$ cat src/design/itbd_pkg.sv
// Package with the shared widths, command and status types and the digit-to-character function.
package itbd_pkg;

    localparam int VALUE_W      = 64;
    localparam int BASE_W       = 5;
    localparam int CHAR_W       = 7;
    localparam int DIGIT_W      = 4;
    localparam int STACK_DEPTH  = 64;
    localparam int PTR_W        = 6;
    localparam int SP_W         = 7;
    localparam int DIV_BITS     = 8;
    localparam int STEP_CNT_W   = 3;

    localparam logic [BASE_W-1:0] BASE_MIN = BASE_W'(2);
    localparam logic [BASE_W-1:0] BASE_MAX = BASE_W'(16);
    localparam logic [BASE_W-1:0] BASE_2   = BASE_W'(2);
    localparam logic [BASE_W-1:0] BASE_4   = BASE_W'(4);
    localparam logic [BASE_W-1:0] BASE_8   = BASE_W'(8);
    localparam logic [BASE_W-1:0] BASE_16  = BASE_W'(16);

    localparam logic [CHAR_W-1:0] CHAR_ZERO = 7'h30;
    localparam logic [CHAR_W-1:0] CHAR_A    = 7'h61;
    localparam logic [CHAR_W-1:0] CHAR_NONE = 7'h00;

    // Commands from the controller to the datapath.
    typedef struct packed {
        logic load;
        logic div_step;
        logic div_last;
        logic shift_step;
        logic err_push;
        logic emit;
    } itbd_cmd_t;

    // Status from the datapath to the controller.
    typedef struct packed {
        logic bad_base;
        logic pow2;
        logic quo_zero;
        logic emit_done;
    } itbd_status_t;

    // Maps a digit value to its lowercase ASCII character.
    function automatic logic [CHAR_W-1:0] digit_to_char(input logic [DIGIT_W-1:0] d);
        logic [CHAR_W-1:0] c;
        if (d < DIGIT_W'(10))
        begin
            c = CHAR_ZERO + CHAR_W'(d);
        end
        else
        begin
            c = CHAR_A + CHAR_W'(d) - CHAR_W'(10);
        end
        return c;
    endfunction

endpackage

$ cat src/design/itbd_in_if.sv
// Input channel interface: value and base with a valid/ready handshake.
interface itbd_in_if;
    logic                        valid;
    logic                        ready;
    logic [itbd_pkg::VALUE_W-1:0] value;
    logic [itbd_pkg::BASE_W-1:0]  base;

    modport source (output valid, output value, output base, input ready);
    modport sink (input valid, input value, input base, output ready);
endinterface

$ cat src/design/itbd_out_if.sv
// Output channel interface: one digit word with flags and a valid/ready handshake.
interface itbd_out_if;
    logic                        valid;
    logic                        ready;
    logic [itbd_pkg::CHAR_W-1:0] digit_char;
    logic                        is_negative;
    logic                        last;
    logic                        base_error;

    modport source (output valid, output digit_char, output is_negative, output last,
                    output base_error, input ready);
    modport sink (input valid, input digit_char, input is_negative, input last,
                  input base_error, output ready);
endinterface

$ cat src/design/int_to_base_digits_unit.sv
// Top level of the signed 64-bit to base 2..16 ASCII digit converter.
// Sequence: accept, then one shift step per digit for bases 2, 4, 8 and 16, or a full
// 64-bit restoring division per digit for other bases (divider retires 8 quotient bits per
// cycle), then each digit pops from the stack via the stack read register to the output.
// A new item is accepted only once the stack and its read register hold no digits.
// Reset is asynchronous, active low; it clears the controller, stack pointer and valids.
module int_to_base_digits_unit (
    input  logic      clk,
    input  logic      rst_n,
    itbd_in_if.sink   in_chan,
    itbd_out_if.source out_chan
);
    import itbd_pkg::*;

    itbd_cmd_t    cmd;
    itbd_status_t status;

    // Sequencer.
    itbd_ctrl u_ctrl (
        .clk      (clk),
        .rst_n    (rst_n),
        .in_valid (in_chan.valid),
        .in_ready (in_chan.ready),
        .status   (status),
        .cmd      (cmd)
    );

    // Conversion datapath and output stage.
    itbd_datapath u_datapath (
        .clk             (clk),
        .rst_n           (rst_n),
        .cmd             (cmd),
        .status          (status),
        .in_value        (in_chan.value),
        .in_base         (in_chan.base),
        .out_valid       (out_chan.valid),
        .out_ready       (out_chan.ready),
        .out_digit_char  (out_chan.digit_char),
        .out_is_negative (out_chan.is_negative),
        .out_last        (out_chan.last),
        .out_base_error  (out_chan.base_error)
    );

endmodule

$ cat src/design/itbd_ctrl.sv
// Controller state machine that sequences conversion and digit emission.
module itbd_ctrl (
    input  logic                   clk,
    input  logic                   rst_n,
    input  logic                   in_valid,
    output logic                   in_ready,
    input  itbd_pkg::itbd_status_t status,
    output itbd_pkg::itbd_cmd_t    cmd
);
    import itbd_pkg::*;

    localparam logic [2:0] ST_IDLE  = 3'd0;
    localparam logic [2:0] ST_DIV   = 3'd1;
    localparam logic [2:0] ST_SHIFT = 3'd2;
    localparam logic [2:0] ST_ERR   = 3'd3;
    localparam logic [2:0] ST_EMIT  = 3'd4;

    localparam logic [STEP_CNT_W-1:0] STEP_LAST = {STEP_CNT_W{1'b1}};

    logic [2:0]            state_reg, state_next;
    logic [STEP_CNT_W-1:0] step_cnt_reg, step_cnt_next;
    logic                  accept;

    assign in_ready = (state_reg == ST_IDLE);
    assign accept   = in_valid && in_ready;

    // Next state, step counter and commands.
    always_comb
    begin
        state_next     = state_reg;
        step_cnt_next  = step_cnt_reg;
        cmd            = '0;
        unique case (state_reg)
            ST_IDLE:
            begin
                if (accept)
                begin
                    cmd.load = 1'b1;
                    if (status.bad_base)
                    begin
                        state_next = ST_ERR;
                    end
                    else if (status.pow2)
                    begin
                        state_next = ST_SHIFT;
                    end
                    else
                    begin
                        state_next = ST_DIV;
                    end
                end
            end
            ST_DIV:
            begin
                cmd.div_step  = 1'b1;
                cmd.div_last  = (step_cnt_reg == STEP_LAST);
                step_cnt_next = step_cnt_reg + 1'b1;
                if (cmd.div_last && status.quo_zero)
                begin
                    state_next = ST_EMIT;
                end
            end
            ST_SHIFT:
            begin
                cmd.shift_step = 1'b1;
                if (status.quo_zero)
                begin
                    state_next = ST_EMIT;
                end
            end
            ST_ERR:
            begin
                cmd.err_push = 1'b1;
                state_next   = ST_EMIT;
            end
            ST_EMIT:
            begin
                cmd.emit = 1'b1;
                if (status.emit_done)
                begin
                    state_next = ST_IDLE;
                end
            end
            default:
            begin
                state_next = ST_IDLE;
            end
        endcase
    end

    // State registers.
    always_ff @(posedge clk or negedge rst_n)
    begin
        if (!rst_n)
        begin
            state_reg    <= ST_IDLE;
            step_cnt_reg <= '0;
        end
        else
        begin
            state_reg    <= state_next;
            step_cnt_reg <= step_cnt_next;
        end
    end

    // A new word only arrives when the digit stack has drained.
    a_accept_empty: assert property (@(posedge clk) disable iff (!rst_n)
        accept |-> status.emit_done)
        else $error("input accepted while digits are pending");

    // The division step counter only moves inside the division state.
    a_cnt_idle: assert property (@(posedge clk) disable iff (!rst_n)
        (state_reg != ST_DIV) |-> (step_cnt_reg == '0))
        else $error("step counter nonzero outside division");

    // Leaving the division state happens only at the end of a digit.
    a_div_exit: assert property (@(posedge clk) disable iff (!rst_n)
        (state_reg == ST_DIV) && (state_next != ST_DIV) |-> (step_cnt_reg == STEP_LAST))
        else $error("division left mid digit");

endmodule

$ cat src/design/itbd_datapath.sv
// Datapath: magnitude register, radix divider, digit stack and output register.
module itbd_datapath (
    input  logic                                clk,
    input  logic                                rst_n,
    input  itbd_pkg::itbd_cmd_t                 cmd,
    output itbd_pkg::itbd_status_t              status,
    input  logic [itbd_pkg::VALUE_W-1:0]        in_value,
    input  logic [itbd_pkg::BASE_W-1:0]         in_base,
    output logic                                out_valid,
    input  logic                                out_ready,
    output logic [itbd_pkg::CHAR_W-1:0]         out_digit_char,
    output logic                                out_is_negative,
    output logic                                out_last,
    output logic                                out_base_error
);
    import itbd_pkg::*;

    logic [VALUE_W-1:0] work_reg, work_next;
    logic [DIGIT_W-1:0] rem_reg, rem_next;
    logic [BASE_W-1:0]  base_reg;
    logic               neg_reg;
    logic               err_reg;

    logic               push;
    logic [DIGIT_W-1:0] push_digit;
    logic               pop;
    logic [PTR_W-1:0]   rd_addr;
    logic [SP_W-1:0]    sp_reg;

    logic [DIGIT_W-1:0] stack_mem [STACK_DEPTH];
    logic [DIGIT_W-1:0] rd_digit_reg;
    logic               pre_valid_reg;
    logic               pre_last_reg;

    logic               out_valid_reg;
    logic [CHAR_W-1:0]  out_char_reg;
    logic               out_neg_reg;
    logic               out_last_reg;
    logic               out_err_reg;
    logic               can_load;
    logic               load_out;

    // Base checks on the incoming word.
    assign status.bad_base = (in_base < BASE_MIN) || (in_base > BASE_MAX);
    assign status.pow2     = (in_base == BASE_2) || (in_base == BASE_4) ||
                             (in_base == BASE_8) || (in_base == BASE_16);

    // Magnitude load, eight restoring division steps, a power-of-two shift or an error push.
    always_comb
    begin
        logic [VALUE_W-1:0] w;
        logic [DIGIT_W-1:0] r;
        logic [DIGIT_W:0]   t;
        logic               qb;
        work_next  = work_reg;
        rem_next   = rem_reg;
        push       = 1'b0;
        push_digit = '0;
        w          = work_reg;
        r          = rem_reg;
        t          = '0;
        qb         = 1'b0;
        if (cmd.load)
        begin
            work_next = in_value[VALUE_W-1] ? (VALUE_W'(0) - in_value) : in_value;
            rem_next  = '0;
        end
        else if (cmd.div_step)
        begin
            for (int i = 0; i < DIV_BITS; i++)
            begin
                t  = {r, w[VALUE_W-1]};
                qb = (t >= base_reg);
                r  = qb ? DIGIT_W'(t - base_reg) : t[DIGIT_W-1:0];
                w  = {w[VALUE_W-2:0], qb};
            end
            work_next  = w;
            rem_next   = cmd.div_last ? '0 : r;
            push       = cmd.div_last;
            push_digit = r;
        end
        else if (cmd.shift_step)
        begin
            push = 1'b1;
            unique case (base_reg)
                BASE_2:
                begin
                    push_digit = DIGIT_W'(work_reg[0]);
                    work_next  = work_reg >> 1;
                end
                BASE_4:
                begin
                    push_digit = DIGIT_W'(work_reg[1:0]);
                    work_next  = work_reg >> 2;
                end
                BASE_8:
                begin
                    push_digit = DIGIT_W'(work_reg[2:0]);
                    work_next  = work_reg >> 3;
                end
                default:
                begin
                    push_digit = work_reg[3:0];
                    work_next  = work_reg >> 4;
                end
            endcase
        end
        else if (cmd.err_push)
        begin
            push = 1'b1;
        end
    end

    assign status.quo_zero = (work_next == '0);

    // Conversion registers.
    always_ff @(posedge clk)
    begin
        work_reg <= work_next;
        rem_reg  <= rem_next;
        if (cmd.load)
        begin
            base_reg <= in_base;
            neg_reg  <= in_value[VALUE_W-1];
            err_reg  <= status.bad_base;
        end
    end

    // Emission handshake between the stack read register and the output register.
    assign can_load = !out_valid_reg || out_ready;
    assign load_out = pre_valid_reg && can_load;
    assign pop      = cmd.emit && (sp_reg != '0) && (!pre_valid_reg || can_load);
    assign rd_addr  = PTR_W'(sp_reg - 1'b1);
    assign status.emit_done = (sp_reg == '0) && !pre_valid_reg;

    // Digit stack memory with registered read.
    always_ff @(posedge clk)
    begin
        if (push)
        begin
            stack_mem[sp_reg[PTR_W-1:0]] <= push_digit;
        end
        if (pop)
        begin
            rd_digit_reg <= stack_mem[rd_addr];
            pre_last_reg <= (sp_reg == SP_W'(1));
        end
    end

    // Stack pointer and read valid flag.
    always_ff @(posedge clk or negedge rst_n)
    begin
        if (!rst_n)
        begin
            sp_reg        <= '0;
            pre_valid_reg <= 1'b0;
        end
        else
        begin
            if (push)
            begin
                sp_reg <= sp_reg + 1'b1;
            end
            else if (pop)
            begin
                sp_reg <= sp_reg - 1'b1;
            end
            if (pop)
            begin
                pre_valid_reg <= 1'b1;
            end
            else if (load_out)
            begin
                pre_valid_reg <= 1'b0;
            end
        end
    end

    // Output valid flag.
    always_ff @(posedge clk or negedge rst_n)
    begin
        if (!rst_n)
        begin
            out_valid_reg <= 1'b0;
        end
        else if (load_out)
        begin
            out_valid_reg <= 1'b1;
        end
        else if (out_ready)
        begin
            out_valid_reg <= 1'b0;
        end
    end

    // Output payload register.
    always_ff @(posedge clk)
    begin
        if (load_out)
        begin
            out_char_reg <= err_reg ? CHAR_NONE : digit_to_char(rd_digit_reg);
            out_neg_reg  <= neg_reg;
            out_last_reg <= pre_last_reg;
            out_err_reg  <= err_reg;
        end
    end

    assign out_valid       = out_valid_reg;
    assign out_digit_char  = out_char_reg;
    assign out_is_negative = out_neg_reg;
    assign out_last        = out_last_reg;
    assign out_base_error  = out_err_reg;

    // The stack never overflows its depth.
    a_no_overflow: assert property (@(posedge clk) disable iff (!rst_n)
        push |-> (sp_reg != SP_W'(STACK_DEPTH)))
        else $error("digit stack overflow");

    // Pushing and popping never coincide.
    a_push_pop: assert property (@(posedge clk) disable iff (!rst_n)
        !(push && pop))
        else $error("push and pop in the same cycle");

    // The read register is never overwritten before it moves to the output.
    a_no_drop: assert property (@(posedge clk) disable iff (!rst_n)
        (pre_valid_reg && !can_load) |-> !pop)
        else $error("pending digit overwritten");

endmodule
$ cat src/flat_wrapper.sv
// flat-port wrapper written by rule: the top's interface ports become plain ports
module int_to_base_digits_unit_flat import itbd_pkg::*;
  (clk, rst_n, in_chan_valid, in_chan_value, in_chan_base, in_chan_ready, out_chan_valid, out_chan_digit_char, out_chan_is_negative, out_chan_last, out_chan_base_error, out_chan_ready);
  itbd_in_if in_chan_i ();
  itbd_out_if out_chan_i ();
  input  logic clk;
  input  logic rst_n;
  input wire logic [$bits(in_chan_i.valid)-1:0] in_chan_valid;
  input wire logic [$bits(in_chan_i.value)-1:0] in_chan_value;
  input wire logic [$bits(in_chan_i.base)-1:0] in_chan_base;
  output wire logic [$bits(in_chan_i.ready)-1:0] in_chan_ready;
  output wire logic [$bits(out_chan_i.valid)-1:0] out_chan_valid;
  output wire logic [$bits(out_chan_i.digit_char)-1:0] out_chan_digit_char;
  output wire logic [$bits(out_chan_i.is_negative)-1:0] out_chan_is_negative;
  output wire logic [$bits(out_chan_i.last)-1:0] out_chan_last;
  output wire logic [$bits(out_chan_i.base_error)-1:0] out_chan_base_error;
  input wire logic [$bits(out_chan_i.ready)-1:0] out_chan_ready;
  assign in_chan_i.valid = in_chan_valid;
  assign in_chan_i.value = in_chan_value;
  assign in_chan_i.base = in_chan_base;
  assign in_chan_ready = in_chan_i.ready;
  assign out_chan_valid = out_chan_i.valid;
  assign out_chan_digit_char = out_chan_i.digit_char;
  assign out_chan_is_negative = out_chan_i.is_negative;
  assign out_chan_last = out_chan_i.last;
  assign out_chan_base_error = out_chan_i.base_error;
  assign out_chan_i.ready = out_chan_ready;
  int_to_base_digits_unit u_core (.clk(clk), .rst_n(rst_n), .in_chan(in_chan_i), .out_chan(out_chan_i));
endmodule
$ cat config.mk
export PLATFORM = sky130hd
export DESIGN_NAME = int_to_base_digits_unit_flat
export DESIGN_NICKNAME = d
export VERILOG_FILES = /design/src/design/itbd_pkg.sv /design/src/design/itbd_in_if.sv /design/src/design/itbd_out_if.sv /design/src/design/int_to_base_digits_unit.sv /design/src/design/itbd_ctrl.sv /design/src/design/itbd_datapath.sv /design/src/flat_wrapper.sv
export SDC_FILE = /design/constraint.sdc
export NUM_CORES = 1
export LEC_CHECK = 0
export BUFFER_PORTS_ARGS = -buffer_cell sky130_fd_sc_hd__buf_4
export CAP_MARGIN = 20
export CORE_MARGIN = 2
export CORE_UTILIZATION = 40
export CTS_CLUSTER_SIZE = 25
export DETAILED_ROUTE_END_ITERATION = 10
export HOLD_SLACK_MARGIN = 0.1
export SLEW_MARGIN = 20
export SYNTH_ARGS = -nofsm -noshare
export SYNTH_HDL_FRONTEND = slang
export SYNTH_SLANG_ARGS = --single-unit
$ cat constraint.sdc
create_clock -name clk -period 38.1 [get_ports clk]
set_input_delay 7.62 -clock clk [delete_from_list [all_inputs] [get_ports clk]]
set_output_delay 7.62 -clock clk [all_outputs]
set_load 0.02 [all_outputs]
==> flow_summary.toml, run 1 <==
[status]
status = "complete, no violations"

[grt]
grt_start_max_net_pins = 68
grt_use_total_pct = 23.13
overflow = 0
antenna_found_initial = 0
grt_pass1_vias = 15070
grt_first_pass_wirelength_um = 93720

[yosys]
synth_ff_type = "edfxtp_1"
synth_area_um2 = 20260
yosysTopAreaCellShare_pct = 41.21
synth-edff-count = 278
synth_seq_cells = 361
async_reset_ff_share_pct = 4.155
synthCells = 1707
ys_seq_area_share_pct = 49.78
yosys.area.top_type = "edfxtp_1"
syn-num-nets = 1836
ys_top_cells_by_area = "edfxtp_1 (41%), mux4_2 (9.3%), dfxtp_1 (6.7%)"
synth.distinct_cells = 91
yosysWarnings = 0
avgSynthCellArea_um2 = 11.87

[drt]
met2_length_um = 27310
vias = 15600
dr.pass1.iters = 6
drtAntennaViolNets = 0
routed_wirelength_um = 61370
first_iter_violations = 1970
drt-met1-wl_um = 26460
met3_length_um = 5463
via_per_inst = 6.363
drcViolationCount = 0
wl_per_cell_um = 25.03
routed.top_layer = "met4"

[setup_path]
reg2reg_to = "u_core.u_datapath.stack_mem[30][1]$_DFFE_PP_"
r2r_cells = 51
critical_path.endpoint = "u_core.u_datapath.stack_mem[30][1]$_DFFE_PP_"
regToRegSetupSlack_ns = 24.83
arrival_ns = 13.55
crit_slowest_cell = "edfxtp_1"
required_ns = 38.38
crit_path_max_incr_delay_ns = 0.56
crit_type = "reg -> reg"
critPathCaptureType = "flip-flop"
setup.worst_path.start = "u_core.u_datapath.base_reg[2]$_DFFE_PP_"
cp-start-kind = "flip-flop"
r2r-start = "u_core.u_datapath.base_reg[2]$_DFFE_PP_"
cp_max_fo = 64

[cts]
clk_pin_slew_worst_paths_ns = 0.06
cts_htree_levels = 2
root_buffer = "clkbuf_16"
holdBufCountCts = 0
cts_resized = 0
numCtsBuffers = 40
post_cts_buffers = 0
clk_path_buf_depth = 3
cts_tree = "done"
cts.sinks = 361
clk_latency_ns = 0.58

[cells_and_area]
area_growth_pct = 12.85
drive_above_1_share_pct = 18.26
num_antenna_cells = 0
largest_reg_flops = 256
nets = 1879

[floorplan]
fp-row-count = 82
start_util_pct = 40.46
die_area_um2 = 52460
die_y_um = 229.0
fp.coreArea_um2 = 50070
ioPinCount = 85
die_w_um = 229.0

[sta]
worst_hold_slack_ns = 0.4252
finalClockSkew_ns = 0.02854
hold_viol_final = 0
setup_viol = 0
fin_setup_tns_ns = 0
relSlewSlack_pct = 23.56
maxSlewViolCount = 0
finalCritPeriodShare_pct = 34.84
min_period_ns = 13.27
rsz0062_at_grt = "false"
worst_pin_slew_ns = 1.141
fmaxAchievable_mhz = 75.34

[hold_path]
hold_start = "u_core.u_datapath.neg_reg$_DFFE_PP_"
hp-class = "reg -> reg"

[placed_design]
io_buffers = 84
gp_congestion = 0.8957
hpwl_um = 40930

[flow_run]
cap_viol_max_count = 0
## cell usage in the layout, fill, tap and decap left out, drive strengths merged, types with 18 or more instances in the layout
master,count
edfxtp,278
nor2,141
buf,115
mux4,84
a21oi,81
nand2,77
o21ai,76
dfxtp,68
o21a,52
xor2,49
ha,48
clkbuf,48
inv,44
nor3,38
nand3,37
a22oi,35
o22ai,33
a22o,28
xnor2,28
a221oi,23
a31oi,19
and3,19
clkinv,19
a21o,18
## metal layers
| layer | vias to the layer above | global-route usage [%] |
|---|---|---|
| met5 | - | 0 |
| met4 | 0 | 8.543 |
| met3 | 154 | 4.905 |
| met2 | 804 | 34.72 |
| met1 | 7744 | 33.02 |
| li1 | 6901 | - |
## Yosys cell counts (35+ instances only)
library cell  instances
dfxtp_1              68
nor2_1              140
a21oi_1              81
nor3_1               35
nand2_1              75
ha_1                 48
o21ai_0              68
edfxtp_1            278
a22oi_1              35
mux4_2               84
clkbuf_1             80
nand3_1              37
o21a_1               52
xor2_1               49
inv_1                41
## metrics by stage
step | std cells | util [%] | setup slack [ns] | instance area, um^2
floorplan | 1707 | - | 25.14 | 20260
finish | 2452 | 45.66 | 24.83 | 22860
global route | 2452 | 45.66 | 23.84 | 22860
global placement | 2380 | 43.13 | 25.45 | 21600
detailed placement | 2380 | 43.13 | 24.88 | 21600
CTS | 2452 | 45.65 | 24.86 | 22850
## how the worst min path moves through the flow
stage / end / cells after the start
global placement: u_core.u_datapath.out_is_negative$_DFFE_PP_ / 0
floorplan: u_core.u_datapath.out_is_negative$_DFFE_PP_ / 0
detailed placement: u_core.u_datapath.out_is_negative$_DFFE_PP_ / 0
CTS: u_core.u_datapath.out_is_negative$_DFFE_PP_ / 0
finish: u_core.u_datapath.out_is_negative$_DFFE_PP_ / 0
global route: u_core.u_datapath.out_is_negative$_DFFE_PP_ / 0
## final cells by class
type / count / area [um^2]
Timing Repair Buffer: 115 / 863.3
Multi-Input combinational cell: 1190 / 9649
Clock buffer: 48 / 1071
Inverter: 42 / 157.7
Tap cell: 672 / 840.8
Clock inverter: 24 / 187.7
Fill cell: 4580 / 27210
Sequential cell: 361 / 10090
## critical path: cells and delay by family, from the launching register on
family / cells / cell delay (ns)
buffers and inverters: 7 / 1.40
AO/OA/AOI/OAI: 28 / 5.77
multiplexers: 6 / 2.27
adder cells (fa/ha/maj): 8 / 2.27
AND/OR/NAND/NOR: 2 / 0.65
flip-flops: 1 / 0.56
## kinds of logic after synthesis
family                     share of synthesized area, %
DFF                                               49.78
adders and majority gates                         3.755
muxes                                             10.56
buffers and inverters                             2.977
xor gates and xnor gates                          3.366
and+or+nand+nor                                   11.12
AOI/OAI and AO/OA                                 18.44
Power of run 1 is not shown: default switching activity piles up to over one toggle a cycle in this logic, so the estimate is an artifact.
==> run 2, diff against run 1 <==
Clock period 38.1 ns to 13.6 ns, I/O delays scaled along.
==> run 2 against run 1 <==
Compared with the run above: die area stayed put; sequential share of layout area is 0.37 points lower; sequential cell count stayed put; critical path type unchanged.
==> flow_summary.toml, run 2 (same netlist as run 1, synthesis figures left out) <==
[status]
status = "complete, no violations"

[sta]
rsz0062_at_grt = "false"
setup_viol = 0
setup_ws_ns = 0.7964
worst_pin_slew_ns = 1.006
maxSlewViolCount = 0
min_period_ns = 12.80
finalCritPeriodShare_pct = 94.14
fmaxAchievable_mhz = 78.10
finalClockSkew_ns = 0.04042
relSlewSlack_pct = 32.61
hold_viol_final = 0
fin_setup_tns_ns = 0

[cells_and_area]
nets = 1887
area_growth_pct = 13.79
num_antenna_cells = 0
final_cell_mix = "edfxtp_1 (278), nor2_1 (136), buf_4 (119)"
layout_commonest_cell = "edfxtp_1"
drive_above_1_share_pct = 18.96
largest_reg_flops = 256
fillers = 4566
final_cell_area_um2 = 23050
fin_cells = 2460

[hold_path]
hp-class = "reg -> reg"

[floorplan]
die_y_um = 229.0
fp.coreArea_um2 = 50070
die_w_um = 229.0
die_area_um2 = 52460
ioPinCount = 85
start_util_pct = 40.46
fp-row-count = 82

[setup_path]
arrival_ns = 13.25
crit_path_max_incr_delay_ns = 0.56
cp_max_fo = 11
critPathCaptureType = "flip-flop"
cpMostUsedCell = "ha_1"
cp-start-kind = "flip-flop"
crit_type = "reg -> reg"
path_delay_family = "compound AO/OA/AOI/OAI gates"
path_buf_inv = 7
crit_slowest_cell = "edfxtp_1"
required_ns = 14.05

[grt]
grt_use_total_pct = 22.94
overflow = 0
grt_start_max_net_pins = 66
antenna_found_initial = 0
grt_first_pass_wirelength_um = 93010
grt_pass1_vias = 15010

[placed_design]
dpl.cell_count = 2386
hpwl_um = 41760
gp_congestion = 0.8919
io_buffers = 84
placed_cell_area_um2 = 21660
pre_cts_ws_ns = 0.6066

[drt]
wl_per_cell_um = 25.27
first_iter_violations = 2119
via_per_inst = 6.367
dr.pass1.iters = 7
routed_wirelength_um = 62170
drtAntennaViolNets = 0
vias = 15660
drcViolationCount = 0

[cts]
clk_latency_ns = 0.60
cts.sinks = 361
root_buffer = "clkbuf_16"
cts_tree = "done"
numCtsBuffers = 40
cts_htree_levels = 2
clk_pin_slew_worst_paths_ns = 0.06
clk_path_buf_depth = 3
holdBufCountCts = 0

[flow_run]
cap_viol_max_count = 0
==> run 2: worst paths after layout <==
kind / from / end / slack (ns) / cells after the start
max reg2reg: u_core.u_datapath.base_reg[2]$_DFFE_PP_ / u_core.u_ctrl.state_reg[1]$_DFFE_PN0P_ / 0.80 / 55
max: u_core.u_datapath.base_reg[2]$_DFFE_PP_ / u_core.u_ctrl.state_reg[1]$_DFFE_PN0P_ / 0.80 / 55
min reg2reg: u_core.u_datapath.sp_reg[6]$_DFFE_PN0P_ / u_core.u_datapath.sp_reg[6]$_DFFE_PN0P_ / 0.47 / 1
min in group asynchronous: rst_n / u_core.u_datapath.out_valid$_DFFE_PN0P_ / 2.00 / 1
max in group asynchronous: rst_n / u_core.u_datapath.sp_reg[0]$_DFFE_PN0P_ / 11.38 / 1
min: u_core.u_datapath.sp_reg[6]$_DFFE_PN0P_ / u_core.u_datapath.sp_reg[6]$_DFFE_PN0P_ / 0.47 / 1
==> run 2: through the flow <==
stage | util [%] | hold WS, ns
3_5_place_dp | 43.25 | 0.4662
6_report | 46.04 | 0.4743
5_1_grt | 46.04 | 0.4996
3_3_place_gp | 43.25 | 0.4604
4_1_cts | 45.93 | 0.4801
2_1_floorplan | - | 0.4003
==> run 2: what timing repair did <==
item | CTS | global route
endpoints found under the hold margin | 0 | 0
setup buffers | 0 | 1
endpoints found under the setup margin | 0 | 259
gates resized for setup | 0 | 4
==> run 2: layer usage <==
metal	GRT usage, %	up-vias	part of all wire, %
met3	4.333	139	9.2
li1	-	6917	-
met1	32.81	7774	43
met5	0	-	0
met2	34.62	832	45
met4	8.787	0	3.6
==> run 2: layout make-up <==
type,count,area [um^2],area share [%]
clock buffer,47,1069,4.635
clock inverter,25,270.3,1.172
inverter,42,157.7,0.6839
multi-input combinational,1191,9679,41.99
sequential,361,10090,43.77
tap,672,840.8,3.648
timing repair buffer,122,944.7,4.098
Power of run 2 is left out for the same reason.
==> run 3, diff against run 2 <==
Settings changed: ABC_AREA from default to 1.
==> run 3 against run 2 <==
Compared with the run above: the flow now finishes with violations (design-rule violations); die area rose by 8.2%; first-iteration DRC count rose by 11%; clock skew fell by 0.022 ns; wire length rose by 13%; synthesized area rose by 8.4%; global-route usage rose by 1.5 points; non-clock buffer count fell by 16; synthesized cell count rose by 66%; setup slack improved by 0.83 ns; clock-buffer cell count rose by 2; utilization fell by 0.73 points; highest routed layer unchanged.
==> flow_summary.toml, run 3 <==
[status]
status = "finished with violations"
failed_checks = "design-rule violations"

[sta]
maxSlewViolCount = 0
fmaxAchievable_mhz = 83.55
hold_viol_final = 0
finalCritPeriodShare_pct = 88.01
setup_viol = 0
worst_pin_slew_ns = 1.019
min_period_ns = 11.97
finalClockSkew_ns = 0.01828
relSlewSlack_pct = 31.80
fin_setup_tns_ns = 0
setup_ws_ns = 1.631
rsz0062_at_grt = "false"
worst_hold_slack_ns = 0.4241

[pwr]
intPower_mw = 2.254
peakVddDrop_mv = 0.1328
netSwitchingPower_mw = 1.264
p_leak_nw = 10.33
p_total_mw = 3.518
swShare_pct = 35.93
comb_power_share_pct = 31.0
pwr-share-seq_pct = 35.8
power_density_nw_per_um2 = 143.7
clkPwrFrac_pct = 33.2

[grt]
overflow = 0
grt_start_max_net_pins = 88
grt_first_pass_wirelength_um = 109100
grt_pass1_vias = 18880
antenna_found_initial = 1
grt_use_total_pct = 24.46

[yosys]
synth_seq_cells = 361
synthCells = 2841
synth-adder-area-share_pct = 3.465
avgSynthCellArea_um2 = 7.729
yosys-top-cells-count = "nand2_1 (717), nor2_1 (534), inv_1 (282)"
yosysWarnings = 0
synth.distinct_cells = 45
syn-num-nets = 2970
ys_seq_area_share_pct = 45.93
synth_ff_type = "edfxtp_1"
yosysTopAreaCellShare_pct = 38.02
yosys.area.top_type = "edfxtp_1"
synth-edff-count = 278
synth_most_common_cell = "nand2_1"
synth-xor-area-share_pct = 1.396
synth_area_um2 = 21960
async_reset_ff_share_pct = 4.155
synth_simple_gate_area_share_pct = 28.59
ys_top_cells_by_area = "edfxtp_1 (38%), nand2_1 (12%), nor2_1 (9.1%)"
synth-compound-area-share_pct = 11.72
synth_top_family_by_area = "simple AND/OR/NAND/NOR gates"
muxShareOfSynthArea_pct = 1.140

[cts]
cts.sinks = 361
root_buffer = "clkbuf_16"
clk_path_buf_depth = 3
post_cts_buffers = 0
clk_pin_slew_worst_paths_ns = 0.06
clk_latency_ns = 0.57
cts_resized = 0
holdBufCountCts = 0
numCtsBuffers = 41
cts_htree_levels = 2
cts_tree = "done"

[placed_design]
hpwl_um = 48360
gp_congestion = 0.9306
io_buffers = 84
pre_cts_ws_ns = 1.831

[floorplan]
start_util_pct = 40.64
die_w_um = 238.3
ioPinCount = 85
fp.coreArea_um2 = 54030
die_y_um = 238.3
die_area_um2 = 56780
fp-row-count = 85

[cells_and_area]
drive_above_1_share_pct = 6.764
nets = 2979
fillers = 5334
final_cell_mix = "nand2_1 (714), nor2_1 (531), inv_1 (279)"
area_growth_pct = 11.49
post-route-util_pct = 45.31
largest_reg_flops = 256
layout_commonest_cell = "nand2_1"

[setup_path]
cpMostUsedCell = "inv_1"
crit_path_max_incr_delay_ns = 0.74
arrival_ns = 12.33
crit_slowest_cell = "a21oi_4"
cp-start-kind = "flip-flop"
crit_type = "reg -> reg"
cp_max_fo = 49
required_ns = 13.96
critPathCaptureType = "flip-flop"

[drt]
vias = 20020
dr.pass1.iters = 11
drtAntennaViolNets = 0
drcViolationCount = 1
via_per_inst = 5.592
wl_per_cell_um = 19.62
first_iter_violations = 2351
routed_wirelength_um = 70230

[flow_run]
cap_viol_max_count = 0

[hold_path]
hp-class = "reg -> reg"
## run 3: cell types whose count changed in the layout (fill, tap and decap cells not counted), sizes merged, moves of 28 or more
cell / previous run / this run
nand3: 37 / 104
nand2: 77 / 720
o22ai: 33 / 61
a22o: 28 / 0
mux4: 84 / 0
a22oi: 35 / 0
nand4: 10 / 116
inv: 45 / 287
a21oi: 82 / 45
o21ai: 76 / 182
nor2: 141 / 537
o21a: 52 / 1
o32ai: 0 / 39
## run 3: logic make-up (layout without fill, tap and decap cells)
| logic type | after synthesis | in the layout |
|---|---|---|
| compound gates | 417 | 417 |
| simple gates | 1521 | 1521 |
| fa+ha+maj | 56 | 56 |
| other cells | 0 | 1 |
| flops | 361 | 361 |
| xor+xnor | 35 | 35 |
| mux | 25 | 25 |
| buf+inv | 426 | 468 |
## run 3: power groups by stage
| stage | Clock, mW | Sequential [mW] | Combinational [mW] |
|---|---|---|---|
| after detailed placement | 0 | 1.28 | 1.08 |
| final | 1.17 | 1.26 | 1.09 |
| after floorplan | 0 | 1.24 | 0.764 |
| after global routing | 1.23 | 1.26 | 1.19 |
| after CTS | 1.19 | 1.26 | 1.08 |
| after global placement | 0 | 1.28 | 1.06 |
## run 3: final cells by class
type / instances / area [um^2] / area share [%]
clock inverters: 27 / 339.1 / 1.385
repair buffers: 106 / 795.8 / 3.251
well taps: 696 / 870.8 / 3.557
inverters: 286 / 1075 / 4.390
flip-flops and latches: 361 / 10090 / 41.21
clock buffers: 49 / 1077 / 4.400
diodes: 1 / 2.502 / 0.01022
multi-input cells: 2054 / 10230 / 41.80
## run 3: routing by layer
layer	wire [um]	track usage [%]
met3	5461	4.188
met2	31180	37.67
met1	31870	35.46
met5	0	0
met4	1714	6.648
## run 3: critical path: cells and delay by family, from the launching register on
family / cells / cell delay [ns]
flops: 1 / 0.32
compound gates: 11 / 2.81
simple gates: 26 / 2.97
fa+ha+maj: 8 / 2.87
buf+inv: 15 / 2.71
## run 3: through the flow
step,cell area [um^2],instances
final,24480,3580
after global routing,24480,3580
after CTS,24480,3579
after detailed placement,23060,3503
after global placement,23060,3503
after floorplan,21960,2841
## run 3: path summary, 6_finish.rpt
path | cells after the start | slack, ns | end | from
worst max register to register | 60 | 1.63 | u_core.u_datapath.stack_mem[43][1]$_DFFE_PP_ | u_core.u_datapath.base_reg[3]$_DFFE_PP_
worst min register to register | 0 | 0.42 | u_core.u_datapath.out_is_negative$_DFFE_PP_ | u_core.u_datapath.neg_reg$_DFFE_PP_
worst min-delay path | 0 | 0.42 | u_core.u_datapath.out_is_negative$_DFFE_PP_ | u_core.u_datapath.neg_reg$_DFFE_PP_
min in group asynchronous | 1 | 2.01 | u_core.u_ctrl.step_cnt_reg[2]$_DFFE_PN0P_ | rst_n
max in group asynchronous | 1 | 11.35 | u_core.u_datapath.sp_reg[0]$_DFFE_PN0P_ | rst_n
worst max-delay path | 60 | 1.63 | u_core.u_datapath.stack_mem[43][1]$_DFFE_PP_ | u_core.u_datapath.base_reg[3]$_DFFE_PP_
(Power assumes the default switching activity.)
